## src/sv/assert_macros.svh

```systemverilog
// Assertion macros, included by the cipher top level to check its own behavior.
`ifndef ASSERT_MACROS_SVH
`define ASSERT_MACROS_SVH

// Same-cycle implication, checked at every rising clock edge outside reset.
`define ASSERT_IMPLIES(lbl, clk, rst, ante, cons, msg) \
   lbl: assert property (@(posedge clk) disable iff (rst) (ante) |-> (cons)) else $error(msg);

// Next-cycle implication, checked at every rising clock edge outside reset.
`define ASSERT_NEXT(lbl, clk, rst, ante, cons, msg) \
   lbl: assert property (@(posedge clk) disable iff (rst) (ante) |=> (cons)) else $error(msg);

`endif

```

## src/sv/aes_pkg.sv

```systemverilog
// Shared types, constants and helper functions of the AES-256 counter mode block.
package aes_pkg;

   localparam int NUM_ROUNDS = 14;
   localparam int CSR_ADDR_W = 6;

   typedef logic [3:0] round_type;

   typedef enum logic [1:0] {
      ST_IDLE,
      ST_EXPAND,
      ST_ENCRYPT,
      ST_DONE
   } state_type;

   typedef enum logic [2:0] {
      REG_KEY_WORD_0 = 3'd0,
      REG_KEY_WORD_1 = 3'd1,
      REG_KEY_WORD_2 = 3'd2,
      REG_KEY_WORD_3 = 3'd3,
      REG_NONCE_HIGH = 3'd4,
      REG_NONCE_LOW  = 3'd5
   } reg_index_type;

   typedef struct packed {
      logic [255:0] key;
      logic [95:0]  nonce;
   } cfg_type;

   localparam round_type LAST_ROUND = round_type'(NUM_ROUNDS);

   localparam logic [7:0] SBOX [256] = '{
      8'h63,8'h7c,8'h77,8'h7b,8'hf2,8'h6b,8'h6f,8'hc5,8'h30,8'h01,8'h67,8'h2b,8'hfe,8'hd7,8'hab,8'h76,
      8'hca,8'h82,8'hc9,8'h7d,8'hfa,8'h59,8'h47,8'hf0,8'had,8'hd4,8'ha2,8'haf,8'h9c,8'ha4,8'h72,8'hc0,
      8'hb7,8'hfd,8'h93,8'h26,8'h36,8'h3f,8'hf7,8'hcc,8'h34,8'ha5,8'he5,8'hf1,8'h71,8'hd8,8'h31,8'h15,
      8'h04,8'hc7,8'h23,8'hc3,8'h18,8'h96,8'h05,8'h9a,8'h07,8'h12,8'h80,8'he2,8'heb,8'h27,8'hb2,8'h75,
      8'h09,8'h83,8'h2c,8'h1a,8'h1b,8'h6e,8'h5a,8'ha0,8'h52,8'h3b,8'hd6,8'hb3,8'h29,8'he3,8'h2f,8'h84,
      8'h53,8'hd1,8'h00,8'hed,8'h20,8'hfc,8'hb1,8'h5b,8'h6a,8'hcb,8'hbe,8'h39,8'h4a,8'h4c,8'h58,8'hcf,
      8'hd0,8'hef,8'haa,8'hfb,8'h43,8'h4d,8'h33,8'h85,8'h45,8'hf9,8'h02,8'h7f,8'h50,8'h3c,8'h9f,8'ha8,
      8'h51,8'ha3,8'h40,8'h8f,8'h92,8'h9d,8'h38,8'hf5,8'hbc,8'hb6,8'hda,8'h21,8'h10,8'hff,8'hf3,8'hd2,
      8'hcd,8'h0c,8'h13,8'hec,8'h5f,8'h97,8'h44,8'h17,8'hc4,8'ha7,8'h7e,8'h3d,8'h64,8'h5d,8'h19,8'h73,
      8'h60,8'h81,8'h4f,8'hdc,8'h22,8'h2a,8'h90,8'h88,8'h46,8'hee,8'hb8,8'h14,8'hde,8'h5e,8'h0b,8'hdb,
      8'he0,8'h32,8'h3a,8'h0a,8'h49,8'h06,8'h24,8'h5c,8'hc2,8'hd3,8'hac,8'h62,8'h91,8'h95,8'he4,8'h79,
      8'he7,8'hc8,8'h37,8'h6d,8'h8d,8'hd5,8'h4e,8'ha9,8'h6c,8'h56,8'hf4,8'hea,8'h65,8'h7a,8'hae,8'h08,
      8'hba,8'h78,8'h25,8'h2e,8'h1c,8'ha6,8'hb4,8'hc6,8'he8,8'hdd,8'h74,8'h1f,8'h4b,8'hbd,8'h8b,8'h8a,
      8'h70,8'h3e,8'hb5,8'h66,8'h48,8'h03,8'hf6,8'h0e,8'h61,8'h35,8'h57,8'hb9,8'h86,8'hc1,8'h1d,8'h9e,
      8'he1,8'hf8,8'h98,8'h11,8'h69,8'hd9,8'h8e,8'h94,8'h9b,8'h1e,8'h87,8'he9,8'hce,8'h55,8'h28,8'hdf,
      8'h8c,8'ha1,8'h89,8'h0d,8'hbf,8'he6,8'h42,8'h68,8'h41,8'h99,8'h2d,8'h0f,8'hb0,8'h54,8'hbb,8'h16
   };

   localparam logic [7:0] RCON [8] = '{
      8'h00, 8'h01, 8'h02, 8'h04, 8'h08, 8'h10, 8'h20, 8'h40
   };

   // Multiplication by two in the AES field.
   function automatic logic [7:0] xtime(input logic [7:0] a);
      return {a[6:0], 1'b0} ^ (a[7] ? 8'h1b : 8'h00);
   endfunction

   // Byte i of a block, byte 0 in the top bits.
   function automatic logic [7:0] get_byte(input logic [127:0] blk, input int i);
      return blk[127 - 8 * i -: 8];
   endfunction

endpackage

```

## src/sv/aes_keyexp.sv

```systemverilog
// One step of the AES-256 key schedule: produces round key r from the last two, or a key half for rounds 0 and 1.
module aes_keyexp (
   input  logic [255:0]        window,
   input  aes_pkg::round_type  round,
   output logic [127:0]        key_out
);

   logic [31:0] prev;
   logic [31:0] t;
   logic [31:0] w0, w1, w2, w3;

   assign prev = window[31:0];

   always_comb begin
      if (round[0] == 1'b0) begin
         // Even round keys start with rotate, substitute and round constant.
         t = {aes_pkg::SBOX[prev[23:16]] ^ aes_pkg::RCON[round[3:1]],
              aes_pkg::SBOX[prev[15:8]],
              aes_pkg::SBOX[prev[7:0]],
              aes_pkg::SBOX[prev[31:24]]};
      end else begin
         t = {aes_pkg::SBOX[prev[31:24]], aes_pkg::SBOX[prev[23:16]],
              aes_pkg::SBOX[prev[15:8]], aes_pkg::SBOX[prev[7:0]]};
      end
   end

   assign w0 = t  ^ window[255:224];
   assign w1 = w0 ^ window[223:192];
   assign w2 = w1 ^ window[191:160];
   assign w3 = w2 ^ window[159:128];

   always_comb begin
      case (round)
         4'd0:    key_out = window[255:128];
         4'd1:    key_out = window[127:0];
         default: key_out = {w0, w1, w2, w3};
      endcase
   end

endmodule

```

## config.mk

```make
export PLATFORM = sky130hd
export DESIGN_NAME = aes_keyexp
export DESIGN_NICKNAME = d
export VERILOG_FILES = /design/src/sv/assert_macros.svh /design/src/sv/aes_pkg.sv /design/src/sv/aes_keyexp.sv
export SDC_FILE = /design/constraint.sdc
export NUM_CORES = 1
export LEC_CHECK = 0
export ABC_AREA = 1
export ABC_CLOCK_PERIOD_IN_PS = 6980
export BUFFER_PORTS_ARGS = -buffer_cell sky130_fd_sc_hd__buf_4
export CELL_PAD_IN_SITES_DETAIL_PLACEMENT = 0
export CELL_PAD_IN_SITES_GLOBAL_PLACEMENT = 2
export CORE_MARGIN = 5
export CORE_UTILIZATION = 26
export DETAILED_ROUTE_END_ITERATION = 8
export PLACE_DENSITY = 0.89
export SYNTH_ARGS = -nofsm -noshare
export SYNTH_HDL_FRONTEND = slang
export SYNTH_SLANG_ARGS = --single-unit
```

## constraint.sdc

```tcl
create_clock -name vclk -period 6.98
set_input_delay 2.094 -clock vclk [all_inputs]
set_output_delay 2.094 -clock vclk [all_outputs]
set_load 0.05 [all_outputs]
```

==> metrics <==
status=finished, final reports clean; area of the multi-input gates=16100 um2; Tightest Hold Check Type=input port to output port; worst-margin pin slew=1090 ps; final setup margin=74.9 ps; Die X=262 um; Pint=0.000960 W; Final Hold Viols=0; DR iter-0 viols=4190; part of the power in combinational logic=100.0%; average wire per standard cell=21.8 um; Hold Startpoint=window[106]; critical path launch point type=input port; Setup WS pre-CTS=-217 ps; port bufs=388; gr ovfl total=0; final period demand of the worst path=6910 ps; met2 WL=45600 um; worst-path cell chain=buf_4, inv_4, buf_4, buf_4, nor2_1, o211ai_1, nand3_1, nand3_1, nand3_1, buf_4, nand2_1, nand2_1, nand3_2, nand2_1, nand2_1, nand3_2, nand2_1, o211ai_1, buf_4; critical path's slowest cell=nor2_1; Tot GR Track Use=28.8%; Leakage=12.9 nW; number of vias per cell=5.71; Die Area=68600 um2; Pwr Density=106 nW/um2; first-pass GRT wire length=157000 um; # fillers=7083; Max-Cap Viols=0; RSZ-0062 raised after global routing=true; post-synthesis cell count=3462; # IOs=388; largest net degree at the start of global routing=97; Critical Path Max Stage Delay=280 ps; mapped cell area=16500 um2; Switching Fraction=64.5%; clock network power share=0%; final hold slack=4580 ps; switching power=0.00174 W; part of the Yosys area used for sequential elements=0%; Ys Warns=0; Setup TNS=0 ps; area grow syn2layout=54.4%; most common cell after layout, fill and taps aside=nand2_1; Worst EP required=4890 ps; Setup crit start=window[10]; Routability Congestion=1.16; post-route non-filler standard cell count=4958; relative slew slack=27.0%; Final Max Tran Viols=0; Register Area=0 um2; CP endpoint kind=output port; critical path's top delay family=simple AND/OR/NAND/NOR gates; dpl cells=4940; Final #Nets=4434; Core Region=63000 um2; DR DRC count=0; num rows=92; final core occ=40.5%; CP bufs+invs=6; Crit path arrival time=4810 ps; Syn Nets=3782; antenna violations before repair=0; CLK BUF=0; setup violators final=0; CP max FO=10; DR pass1 iterations=8; Netlist cell types=33; M1 WL=42300 um; mean cell area of the mapped netlist=4.77 um2; Top Metal Used=met4; Worst Setup Path Type=input port to output port; DP HPWL=83600 um; Reg power frac=0%; most frequent cells in the layout=nand2_1, nand3_1, buf_4; Starting Density=26.2%; layout cell share with drive strength beyond 1=31.9%; vias=28300; Antenna diodes=0; Tcrit/Tclk final=98.9%; Hold Buf Count CTS=0; WL final=108000 um; Die Y=262 um; FMAX=145 MHz; FF+latch count=0; DRT antenna net count=0; met3 wire len=13200 um; vias in the first global route=25900; VDD IR max=0.0000816 V
-- cells in the mapped netlist (all sizes together) --
| cell | n | share of area (%) |
|---|---|---|
| o22ai | 45 | 1.7 |
| inv | 311 | 7.1 |
| nor2 | 155 | 3.7 |
| o211ai | 187 | 8.5 |
| nor3 | 10 | 0.30 |
| ha | 60 | 4.5 |
| o221ai | 14 | 0.74 |
| a21oi | 101 | 3.1 |
| o21a | 1 | 0.045 |
| o21bai | 8 | 0.36 |
| o21ai | 163 | 4.9 |
| a31oi | 12 | 0.45 |
| nand2 | 1154 | 27 |
| o2111ai | 3 | 0.16 |
| clkinv | 5 | 0.11 |
| nand4 | 14 | 0.53 |
| nand3 | 979 | 30 |
| clkbuf | 89 | 2.0 |
| o31ai | 4 | 0.18 |
| buf | 135 | 4.7 |
| nand3b | 12 | 0.55 |
-- layout make-up --
type / instances / share of cell area (%)
Tap cell: 846 / 4.15
Multi-Input combinational cell: 2922 / 63.0
Timing Repair Buffer: 874 / 28.1
Inverter: 316 / 4.81
-- what timing repair did --
item	in CTS	in global routing
setup endpoints to repair	67	109
resized for setup	64	496
endpoints found under the hold margin	0	0
buffers inserted	0	18
pin swaps	5	117
cloned	0	1
-- cell families after synthesis --
family,share of synthesized area (%)
AOI/OAI and AO/OA,20.2
adders and majority gates,4.55
buffers and inverters,13.9
and+or+nand+nor,61.3
-- power by group through the flow --
stage	logic [W]	registers [W]	clock network [W]
final	0.00270	0	0
after global placement	0.00246	0	0
after CTS	0.00247	0	0
after floorplan	0.00143	0	0
after detailed placement	0.00244	0	0
after global routing	0.00287	0	0
-- stage by stage --
| stage | instance area, um2 | total power [W] |
|---|---|---|
| after global placement | 23300 | 0.00246 |
| after CTS | 23500 | 0.00247 |
| final | 25500 | 0.00270 |
| after detailed placement | 23300 | 0.00244 |
| after floorplan | 16500 | 0.00143 |
| after global routing | 25500 | 0.00287 |
-- per-layer routing --
metal	vias up	global-route usage, %
li1	13100	-
met1	12600	38.6
met2	2073	45.0
met3	522	6.13
met4	0	12.0
met5	-	0
-- final timing paths --
path	end	slack (ps)	cells past startpoint
max	key_out[44]	70	19
min	key_out[106]	4580	4
(Power assumes the default switching activity.)
