`config.mk`:
```
export PLATFORM = sky130hd
export DESIGN_NAME = aes_csr
export DESIGN_NICKNAME = d
export VERILOG_FILES = /design/src/sv/assert_macros.svh /design/src/sv/aes_pkg.sv /design/src/sv/aes_csr.sv
export SDC_FILE = /design/constraint.sdc
export NUM_CORES = 1
export LEC_CHECK = 0
export BUFFER_PORTS_ARGS = -buffer_cell sky130_fd_sc_hd__buf_2
export CORE_AREA = 2 2 193 195
export DETAILED_ROUTE_END_ITERATION = 8
export DIE_AREA = 0 0 195 197
export PLACE_DENSITY = 0.68
export SETUP_SLACK_MARGIN = 0.3
export SYNTH_ARGS = -nofsm -noshare
export SYNTH_HDL_FRONTEND = slang
export SYNTH_SLANG_ARGS = --single-unit
export TNS_END_PERCENT = 100
```
`constraint.sdc`:
```
create_clock -name clock -period 3.76 [get_ports clock]
set_input_delay 0.376 -clock clock [delete_from_list [all_inputs] [get_ports clock]]
set_output_delay 0.376 -clock clock [all_outputs]
set_load 0.005 [all_outputs]
```
`src/sv/assert_macros.svh`:
```
// Assertion macros, included by the cipher top level to check its own behavior.
`ifndef ASSERT_MACROS_SVH
`define ASSERT_MACROS_SVH

// Same-cycle implication, checked at every rising clock edge outside reset.
`define ASSERT_IMPLIES(lbl, clk, rst, ante, cons, msg) \
   lbl: assert property (@(posedge clk) disable iff (rst) (ante) |-> (cons)) else $error(msg);

// Next-cycle implication, checked at every rising clock edge outside reset.
`define ASSERT_NEXT(lbl, clk, rst, ante, cons, msg) \
   lbl: assert property (@(posedge clk) disable iff (rst) (ante) |=> (cons)) else $error(msg);

`endif

```
`src/sv/aes_pkg.sv`:
```
// Shared types, constants and helper functions of the AES-256 counter mode block.
package aes_pkg;

   localparam int NUM_ROUNDS = 14;
   localparam int CSR_ADDR_W = 6;

   typedef logic [3:0] round_type;

   typedef enum logic [1:0] {
      ST_IDLE,
      ST_EXPAND,
      ST_ENCRYPT,
      ST_DONE
   } state_type;

   typedef enum logic [2:0] {
      REG_KEY_WORD_0 = 3'd0,
      REG_KEY_WORD_1 = 3'd1,
      REG_KEY_WORD_2 = 3'd2,
      REG_KEY_WORD_3 = 3'd3,
      REG_NONCE_HIGH = 3'd4,
      REG_NONCE_LOW  = 3'd5
   } reg_index_type;

   typedef struct packed {
      logic [255:0] key;
      logic [95:0]  nonce;
   } cfg_type;

   localparam round_type LAST_ROUND = round_type'(NUM_ROUNDS);

   localparam logic [7:0] SBOX [256] = '{
      8'h63,8'h7c,8'h77,8'h7b,8'hf2,8'h6b,8'h6f,8'hc5,8'h30,8'h01,8'h67,8'h2b,8'hfe,8'hd7,8'hab,8'h76,
      8'hca,8'h82,8'hc9,8'h7d,8'hfa,8'h59,8'h47,8'hf0,8'had,8'hd4,8'ha2,8'haf,8'h9c,8'ha4,8'h72,8'hc0,
      8'hb7,8'hfd,8'h93,8'h26,8'h36,8'h3f,8'hf7,8'hcc,8'h34,8'ha5,8'he5,8'hf1,8'h71,8'hd8,8'h31,8'h15,
      8'h04,8'hc7,8'h23,8'hc3,8'h18,8'h96,8'h05,8'h9a,8'h07,8'h12,8'h80,8'he2,8'heb,8'h27,8'hb2,8'h75,
      8'h09,8'h83,8'h2c,8'h1a,8'h1b,8'h6e,8'h5a,8'ha0,8'h52,8'h3b,8'hd6,8'hb3,8'h29,8'he3,8'h2f,8'h84,
      8'h53,8'hd1,8'h00,8'hed,8'h20,8'hfc,8'hb1,8'h5b,8'h6a,8'hcb,8'hbe,8'h39,8'h4a,8'h4c,8'h58,8'hcf,
      8'hd0,8'hef,8'haa,8'hfb,8'h43,8'h4d,8'h33,8'h85,8'h45,8'hf9,8'h02,8'h7f,8'h50,8'h3c,8'h9f,8'ha8,
      8'h51,8'ha3,8'h40,8'h8f,8'h92,8'h9d,8'h38,8'hf5,8'hbc,8'hb6,8'hda,8'h21,8'h10,8'hff,8'hf3,8'hd2,
      8'hcd,8'h0c,8'h13,8'hec,8'h5f,8'h97,8'h44,8'h17,8'hc4,8'ha7,8'h7e,8'h3d,8'h64,8'h5d,8'h19,8'h73,
      8'h60,8'h81,8'h4f,8'hdc,8'h22,8'h2a,8'h90,8'h88,8'h46,8'hee,8'hb8,8'h14,8'hde,8'h5e,8'h0b,8'hdb,
      8'he0,8'h32,8'h3a,8'h0a,8'h49,8'h06,8'h24,8'h5c,8'hc2,8'hd3,8'hac,8'h62,8'h91,8'h95,8'he4,8'h79,
      8'he7,8'hc8,8'h37,8'h6d,8'h8d,8'hd5,8'h4e,8'ha9,8'h6c,8'h56,8'hf4,8'hea,8'h65,8'h7a,8'hae,8'h08,
      8'hba,8'h78,8'h25,8'h2e,8'h1c,8'ha6,8'hb4,8'hc6,8'he8,8'hdd,8'h74,8'h1f,8'h4b,8'hbd,8'h8b,8'h8a,
      8'h70,8'h3e,8'hb5,8'h66,8'h48,8'h03,8'hf6,8'h0e,8'h61,8'h35,8'h57,8'hb9,8'h86,8'hc1,8'h1d,8'h9e,
      8'he1,8'hf8,8'h98,8'h11,8'h69,8'hd9,8'h8e,8'h94,8'h9b,8'h1e,8'h87,8'he9,8'hce,8'h55,8'h28,8'hdf,
      8'h8c,8'ha1,8'h89,8'h0d,8'hbf,8'he6,8'h42,8'h68,8'h41,8'h99,8'h2d,8'h0f,8'hb0,8'h54,8'hbb,8'h16
   };

   localparam logic [7:0] RCON [8] = '{
      8'h00, 8'h01, 8'h02, 8'h04, 8'h08, 8'h10, 8'h20, 8'h40
   };

   // Multiplication by two in the AES field.
   function automatic logic [7:0] xtime(input logic [7:0] a);
      return {a[6:0], 1'b0} ^ (a[7] ? 8'h1b : 8'h00);
   endfunction

   // Byte i of a block, byte 0 in the top bits.
   function automatic logic [7:0] get_byte(input logic [127:0] blk, input int i);
      return blk[127 - 8 * i -: 8];
   endfunction

endpackage

```
`src/sv/aes_csr.sv`:
```
// Configuration register file holding the key and the nonce.
module aes_csr (
   input  logic                           clock,
   input  logic                           reset,
   input  logic                           psel,
   input  logic                           penable,
   input  logic                           pwrite,
   input  logic [aes_pkg::CSR_ADDR_W-1:0] paddr,
   input  logic [63:0]                    pwdata,
   output logic [63:0]                    prdata,
   output logic                           pready,
   output aes_pkg::cfg_type               cfg
);

   logic [63:0] key0_ff, key1_ff, key2_ff, key3_ff, nonce_hi_ff;
   logic [31:0] nonce_lo_ff;
   logic        wr_en;
   logic [2:0]  index;

   assign pready = 1'b1;
   assign wr_en  = psel && penable && pwrite;
   assign index  = paddr[5:3];

   always_ff @(posedge clock) begin
      if (reset) begin
         key0_ff     <= '0;
         key1_ff     <= '0;
         key2_ff     <= '0;
         key3_ff     <= '0;
         nonce_hi_ff <= '0;
         nonce_lo_ff <= '0;
      end else if (wr_en) begin
         case (index)
            aes_pkg::REG_KEY_WORD_0: key0_ff     <= pwdata;
            aes_pkg::REG_KEY_WORD_1: key1_ff     <= pwdata;
            aes_pkg::REG_KEY_WORD_2: key2_ff     <= pwdata;
            aes_pkg::REG_KEY_WORD_3: key3_ff     <= pwdata;
            aes_pkg::REG_NONCE_HIGH: nonce_hi_ff <= pwdata;
            aes_pkg::REG_NONCE_LOW:  nonce_lo_ff <= pwdata[31:0];
            default: ;
         endcase
      end
   end

   always_comb begin
      case (index)
         aes_pkg::REG_KEY_WORD_0: prdata = key0_ff;
         aes_pkg::REG_KEY_WORD_1: prdata = key1_ff;
         aes_pkg::REG_KEY_WORD_2: prdata = key2_ff;
         aes_pkg::REG_KEY_WORD_3: prdata = key3_ff;
         aes_pkg::REG_NONCE_HIGH: prdata = nonce_hi_ff;
         aes_pkg::REG_NONCE_LOW:  prdata = {32'h0, nonce_lo_ff};
         default:                 prdata = '0;
      endcase
   end

   assign cfg.key   = {key0_ff, key1_ff, key2_ff, key3_ff};
   assign cfg.nonce = {nonce_hi_ff, nonce_lo_ff};

endmodule

```
==> qor.yml, run 1 <==
status: "complete, no violations"
die_width_um: 195
clock_tree.htree_level_count: 2
post_route_cells_drive_above_1_share_pct: 31.7
place.detailed.hpwl_um: 37200
timing.final.hold_violations: 0
timing.clock.skew_ps: 0
yosys.cell_types.count: 34
timing.slew.headroom_pct: 23.6
final_critical_path_setup_slack_ps: 917
drc: 0
critical_path_class: "in2out"
pwr-share-comb_pct: 6.7
critical_path_rt_ps: 3380
master_cell_of_the_clock_root_buffer: "clkbuf_16"
finalSetupViolations: 0
max_cap_violations: 0
post_drt_via_cell_ratio: 5.41
postSynthRegisterBits: 352
net_sw_share_pct: 22.7
drt_pre_antenna_iters: 7
synth_area_per_cell_um2: 10.5
core_region_area_um2: 36300
cp_max_fanout: 15
cts_num_sinks: 352
synth_nets: 1645
setup.worst_path.end_class: "primary output"
finalCriticalPeriod_ps: 2840
cts-resized-gates: 0
number_of_standard_cells_in_the_final_layout_excluding_fillers: 2492
rows: 70
numCtsBuffers: 40
grt_pass1_wl_um: 82000
powerDensity_nw_per_um2: 402
via_count: 13500
antenna_left: 0
final_nets: 2074
hold_buffers: 0
intPower_w: 0.00640
die_height_um: 197
clk-insertion-delay-late_ps: 520
power_w: 0.00828
cp_data_arrival_time_ps: 2470
setup_total_negative_slack_ps: 0
post_synth_instance_area_um2: 16500
globalRouteTotalUtil_pct: 27.4
layout_area_growth_over_synthesis_pct: 25.0
yosys.area.top_type: "dfxtp_1"
synth_seq_area_share_pct: 42.8
switchingPower_w: 0.00188
share_clk_of_total_power_pct: 47.7
portBuffers: 487
number_of_warning_messages_in_the_yosys_log: 0
largest_net_degree_at_the_start_of_global_routing: 137
synth_area_leaders: "dfxtp_1 43%, mux2i_1 26%, nand2b_1 16%, mux2_2 3.6%, clkbuf_1 1.5%"
synthesis.instances: 1570
detail_route.wirelength_um: 54900
via_count_of_the_first_global_routing_pass: 13300
post-synth-top-area-fraction_pct: 42.8
numPlacedInstances: 2425
gp_congestion: 0.838
period_share_pct: 75.6
full_die_area_um2: 38400
cts_tree: "built"
hold_path.class: "in2reg"
final-max-slew-violation-count: 0
pre_cts_slack_ps: 913
cts_setup_buffers: 0
ir_drop_v: 0.000359
worstMarginPinSlew_ps: 1140
detail_route.iter0.violations: 588
cts_clk_pin_slew_worst_paths_ps: 60
setup_repair_after_global_routing_missed_its_margin: "false"
setup.worst_path.start_class: "input pin"
wl_per_cell_um: 22.0
antenna_violations_before_repair: 7
sequentialPowerShare_pct: 45.6
initial_utilization_pct: 45.4
clock.fmax_mhz: 352
overall_overflow_remaining_after_global_route: 0
power.static_leakage_nw: 10.9
clk_buf_depth: 3
floorplan.io_pins: 492
[final timing paths]
path	start	end	slack (ps)	cells after the start
worst max-delay path	paddr[5]	prdata[16]	920	6
worst min-delay path	pwdata[38]	key1_ff[38]$_SDFFE_PP0P_	210	3
worst max register to register	key1_ff[62]$_SDFFE_PP0P_	key1_ff[62]$_SDFFE_PP0P_	3070	2
worst min register to register	key0_ff[39]$_SDFFE_PP0P_	key0_ff[39]$_SDFFE_PP0P_	480	2
[routing by layer]
metal	up-vias	track usage (%)	routed length (µm)
li1	6295	-	-
met1	6601	33.5	22800
met2	483	47.1	26500
met3	92	7.27	4160
met4	8	8.54	1390
met5	-	0	42
[sequential cells by signal, indices dropped and copies added, names as in the netlist]
name and cells:
key0_ff 64, key3_ff 64, key1_ff 64, nonce_hi_ff 64, nonce_lo_ff 32, key2_ff 64
[power by group through the flow]
stage / sequential [W] / combinational, W / clock, W
global placement: 0.00386 / 0.000546 / 0
global route: 0.00378 / 0.000587 / 0.00415
finish: 0.00378 / 0.000552 / 0.00395
detailed placement: 0.00386 / 0.000551 / 0
floorplan: 0.00386 / 0.000337 / 0
CTS: 0.00378 / 0.000553 / 0.00401
[logic make-up after synthesis]
| family | Yosys count | share of synthesized area, % |
|---|---|---|
| compound gates | 128 | 5.86 |
| buf+inv | 131 | 3.72 |
| flops | 352 | 42.8 |
| mux | 489 | 30.3 |
| other cells | 1 | 0.0228 |
| simple gates | 469 | 17.3 |
[worst max-delay path: stages]
cell and delay [ps]:
buf_2 220, buf_4 260, nor2b_1 900, a22oi_1 230, o21ai_0 300, buf_2 170
[placed cells by master (no fill, tap or decap), types with 3 or more instances in the layout]
master     count
clkbuf_8       9
clkbuf_16     41
nand2_1       20
nor2_1        13
a32oi_1       13
mux2_2        52
bufinv_16      4
buf_12         8
clkbuf_1       7
o221ai_1      18
a221oi_1      19
mux2i_1      435
o22a_1         8
buf_4         23
nor2b_1        4
nand2_4        4
a21oi_1        8
nand2b_1     418
a22oi_1       20
dfxtp_1      352
buf_2        484
clkinv_2       4
o32a_1         3
o21a_1        11
o21ai_0       23
[synth_stat cells]
cell      count
mux2i_1     435
o21a_1       11
buf_2        43
buf_4        14
o22ai_1       1
nand2_1      23
conb_1        1
nand2b_1    419
mux4_2        2
a32oi_1      13
inv_1         1
nor2_1       13
nor3b_1       1
and4b_1       1
and4_1        1
dfxtp_1     352
buf_1         5
a22o_1        2
nor2b_1       5
nand2_2       2
a221oi_1     19
o32a_1        3
o211ai_1      1
mux2_2       52
or2_2         1
a22oi_1      20
o21ai_0      23
and2_1        3
buf_6         2
clkbuf_1     66
a21oi_1       8
o22a_1        8
o221ai_1     18
a21o_1        1
[area by class of cell]
type / instances / area (µm²)
antenna: 2 / 5.00
clock buffer: 56 / 1160
clock inverter: 9 / 149
fill: 3193 / 15700
inverter: 1 / 3.75
multi-input combinational: 1087 / 8850
sequential: 352 / 7050
tap: 468 / 586
timing repair buffer: 517 / 2780
[metrics by stage]
stage | util [%] | cell area, µm² | hold WS (ps)
global placement | 53.1 | 19300 | 470
detailed placement | 53.1 | 19300 | 477
global route | 56.8 | 20600 | 215
finish | 56.8 | 20600 | 206
CTS | 56.7 | 20600 | 184
floorplan | - | 16500 | 475
(Power assumes the default switching activity.)
==> run 2, diff against run 1 <==
--- a/config.mk
+++ b/config.mk
@@ -6,9 +6,9 @@
 export NUM_CORES = 1
 export LEC_CHECK = 0
 export BUFFER_PORTS_ARGS = -buffer_cell sky130_fd_sc_hd__buf_2
-export CORE_AREA = 2 2 193 195
+export CORE_AREA = 2 2 192 194
 export DETAILED_ROUTE_END_ITERATION = 8
-export DIE_AREA = 0 0 195 197
+export DIE_AREA = 0 0 194 196
 export PLACE_DENSITY = 0.68
 export SETUP_SLACK_MARGIN = 0.3
 export SYNTH_ARGS = -nofsm -noshare
==> constraint.sdc (replaced) <==
create_clock -name clock -period 2.7 [get_ports clock]
set_input_delay 0.27 -clock clock [delete_from_list [all_inputs] [get_ports clock]]
set_output_delay 0.27 -clock clock [all_outputs]
set_load 0.005 [all_outputs]
==> run 2 against run 1 <==
  * Register-to-register slack worse by 1100 ps
  * Clock skew stayed put
  * Via count hardly changed
  * Sequential power is 39% higher
==> qor.yml, run 2 (synthesis gave the netlist of run 1 again) <==
status: "complete, no violations"
clock.fmax_mhz: 446
master_cell_of_the_clock_root_buffer: "clkbuf_16"
max_cap_violations: 0  # unchanged
cts_num_sinks: 352  # unchanged
gp_congestion: 0.843  # +0.57%
portBuffers: 487  # unchanged
worstMarginPinSlew_ps: 967  # -176 ps
critical_path.cell_chain: "buf_2 -> buf_4 -> nor2_1 -> a32oi_1 -> o21ai_0 -> buf_2"
commonest_non_fill_non_tap_cells_in_the_layout: "484 x buf_2, 435 x mux2i_1, 418 x nand2b_1, 352 x dfxtp_1, 52 x mux2_2"
overall_overflow_remaining_after_global_route: 0  # unchanged
timing.clock.skew_ps: 0  # unchanged
clk_buf_depth: 3  # unchanged
numCtsBuffers: 39  # -2.5%
die_height_um: 196  # -0.51%
cts_clk_pin_slew_worst_paths_ps: 60  # about the same
initial_utilization_pct: 45.6  # +0.22 points
detail_route.wirelength_um: 55500  # +1.2%
reg2reg_slack_ps: 2000  # -1070 ps
cp_data_arrival_time_ps: 1970  # -500 ps
timing.rr.end: "nonce_hi_ff[43]$_SDFFE_PP0P_"
delay_of_the_slowest_critical_path_stage_ps: 810  # -90 ps
via_count: 13500  # +0.089%
timing.hold.worst_endpoint: "key3_ff[55]$_SDFFE_PP0P_"
via_count_of_the_first_global_routing_pass: 13500  # +1.2%
hold_ws_ps: 115  # -90.8 ps
cpMostUsedCell: "buf_2"
final-max-slew-violation-count: 0  # unchanged
powerDensity_nw_per_um2: 546  # +36%
worstPathBufferInverterCount: 3  # unchanged
full_die_area_um2: 38000  # -1.0%
setup.worst_path.end_class: "primary output"
layout_area_growth_over_synthesis_pct: 25.4
number_of_standard_cells_in_the_final_layout_excluding_fillers: 2512  # +0.80%
setup_repair_after_global_routing_missed_its_margin: "false"
hold_buffers: 0  # unchanged
worst_path_max_delay_cell: "nor2_1"
hold-path-cell-count: 3  # unchanged
cts_tree: "built"
critical_path_rt_ps: 2430  # -950 ps
wl_per_cell_um: 22.1  # +0.35%
antenna_violations_before_repair: 4  # -3
drt_pre_antenna_iters: 5  # -2
core_region_area_um2: 36100  # -0.48%
r2r_depth: 2  # unchanged
ir_drop_v: 0.000378  # +5.5%
post_drt_via_cell_ratio: 5.37  # -0.71%
place.detailed.hpwl_um: 37700  # +1.6%
rows: 70  # unchanged
grt_pass1_wl_um: 83800  # +2.3%
globalRouteTotalUtil_pct: 28.1  # +0.72 points
layout_commonest_cell: "buf_2"
final_nets: 2087  # +0.63%
worst-path-stages: 6  # unchanged
numPlacedInstances: 2437  # +0.49%
hold_path.class: "in2reg"
cp_top_family: "simple AND/OR/NAND/NOR gates"
die_width_um: 194  # -0.51%
period_share_pct: 83.0
timing.slew.headroom_pct: 35.3  # +12 points
antenna_left: 0  # unchanged
cp_max_fanout: 29  # +14
crit-reg2reg-launch: "nonce_hi_ff[43]$_SDFFE_PP0P_"
finalCriticalPeriod_ps: 2240
finalSetupViolations: 0  # unchanged
setup.worst_path.start_class: "input pin"
clk-insertion-delay-late_ps: 520  # about the same
setup_total_negative_slack_ps: 0  # unchanged
post_route_cells_drive_above_1_share_pct: 32.0  # +0.39 points
critical_path_class: "in2out"
drc: 0  # unchanged
power.static_leakage_nw: 10.9  # +0.40%
detail_route.iter0.violations: 570  # -3.1%
floorplan.io_pins: 492  # unchanged
clock_tree.htree_level_count: 2  # unchanged
timing.final.hold_violations: 0  # unchanged
timing.hold.worst.start: "pwdata[55]"
largest_net_degree_at_the_start_of_global_routing: 96  # -30%
## run 2: cell types whose count changed in the layout (fill, tap and decap cells not counted), sizes merged
cell	previous run	this run
diode	2	3
buf	516	530
clkbuf	57	61
bufinv	4	1
clkinv	4	8
## run 2: stage by stage
step / setup slack, ps / utilization (%) / total power, W / cell area (µm²)
2_1_floorplan: 957 / - / 0.00585 / 16500
3_3_place_gp: 86.9 / 53.7 / 0.00616 / 19400
3_5_place_dp: 45.6 / 53.7 / 0.00617 / 19400
4_1_cts: 405 / 57.2 / 0.0114 / 20600
5_1_grt: 384 / 57.2 / 0.0116 / 20600
6_report: 459 / 57.2 / 0.0113 / 20600
## run 2: how the worst max path moves through the flow
stage / start / endpoint / slack (ps)
finish: paddr[5] / prdata[16] / 460
global route: paddr[5] / prdata[17] / 380
CTS: paddr[3] / prdata[11] / 400
detailed placement: paddr[3] / prdata[11] / 50
global placement: paddr[3] / prdata[11] / 90
floorplan: paddr[4] / prdata[10] / 960
## run 2: layer usage
metal / GRT usage, % / share of wire [%]
met1: 35.0 / 42
met2: 47.5 / 48
met3: 7.00 / 7.2
met4: 9.60 / 2.8
met5: 0 / 0.023
## run 2: cell type report
type	count	area (µm²)
clock buffer	60	1170
clock inverter	10	82.6
tap	468	586
fill	3211	15400
inverter	1	3.75
antenna	3	7.51
multi-input combinational	1087	8860
timing repair buffer	531	2900
sequential	352	7050
## run 2: timing repair
action,in CTS,in global routing
setup endpoints to repair,12,2
pin swaps,0,1
resized for setup,1,0
setup buffers,0,2
## run 2: worst reg2reg max path: stages (launching register included)
cell and delay (ps):
dfxtp_1 410, nand2b_1 90, mux2i_1 130
## run 2: where the power goes
group / internal [W] / switching [W]
logic: 0.000335 / 0.000459
registers: 0.00523 / 0.0000323
clock network: 0.00308 / 0.00215
total: 0.00865 / 0.00264
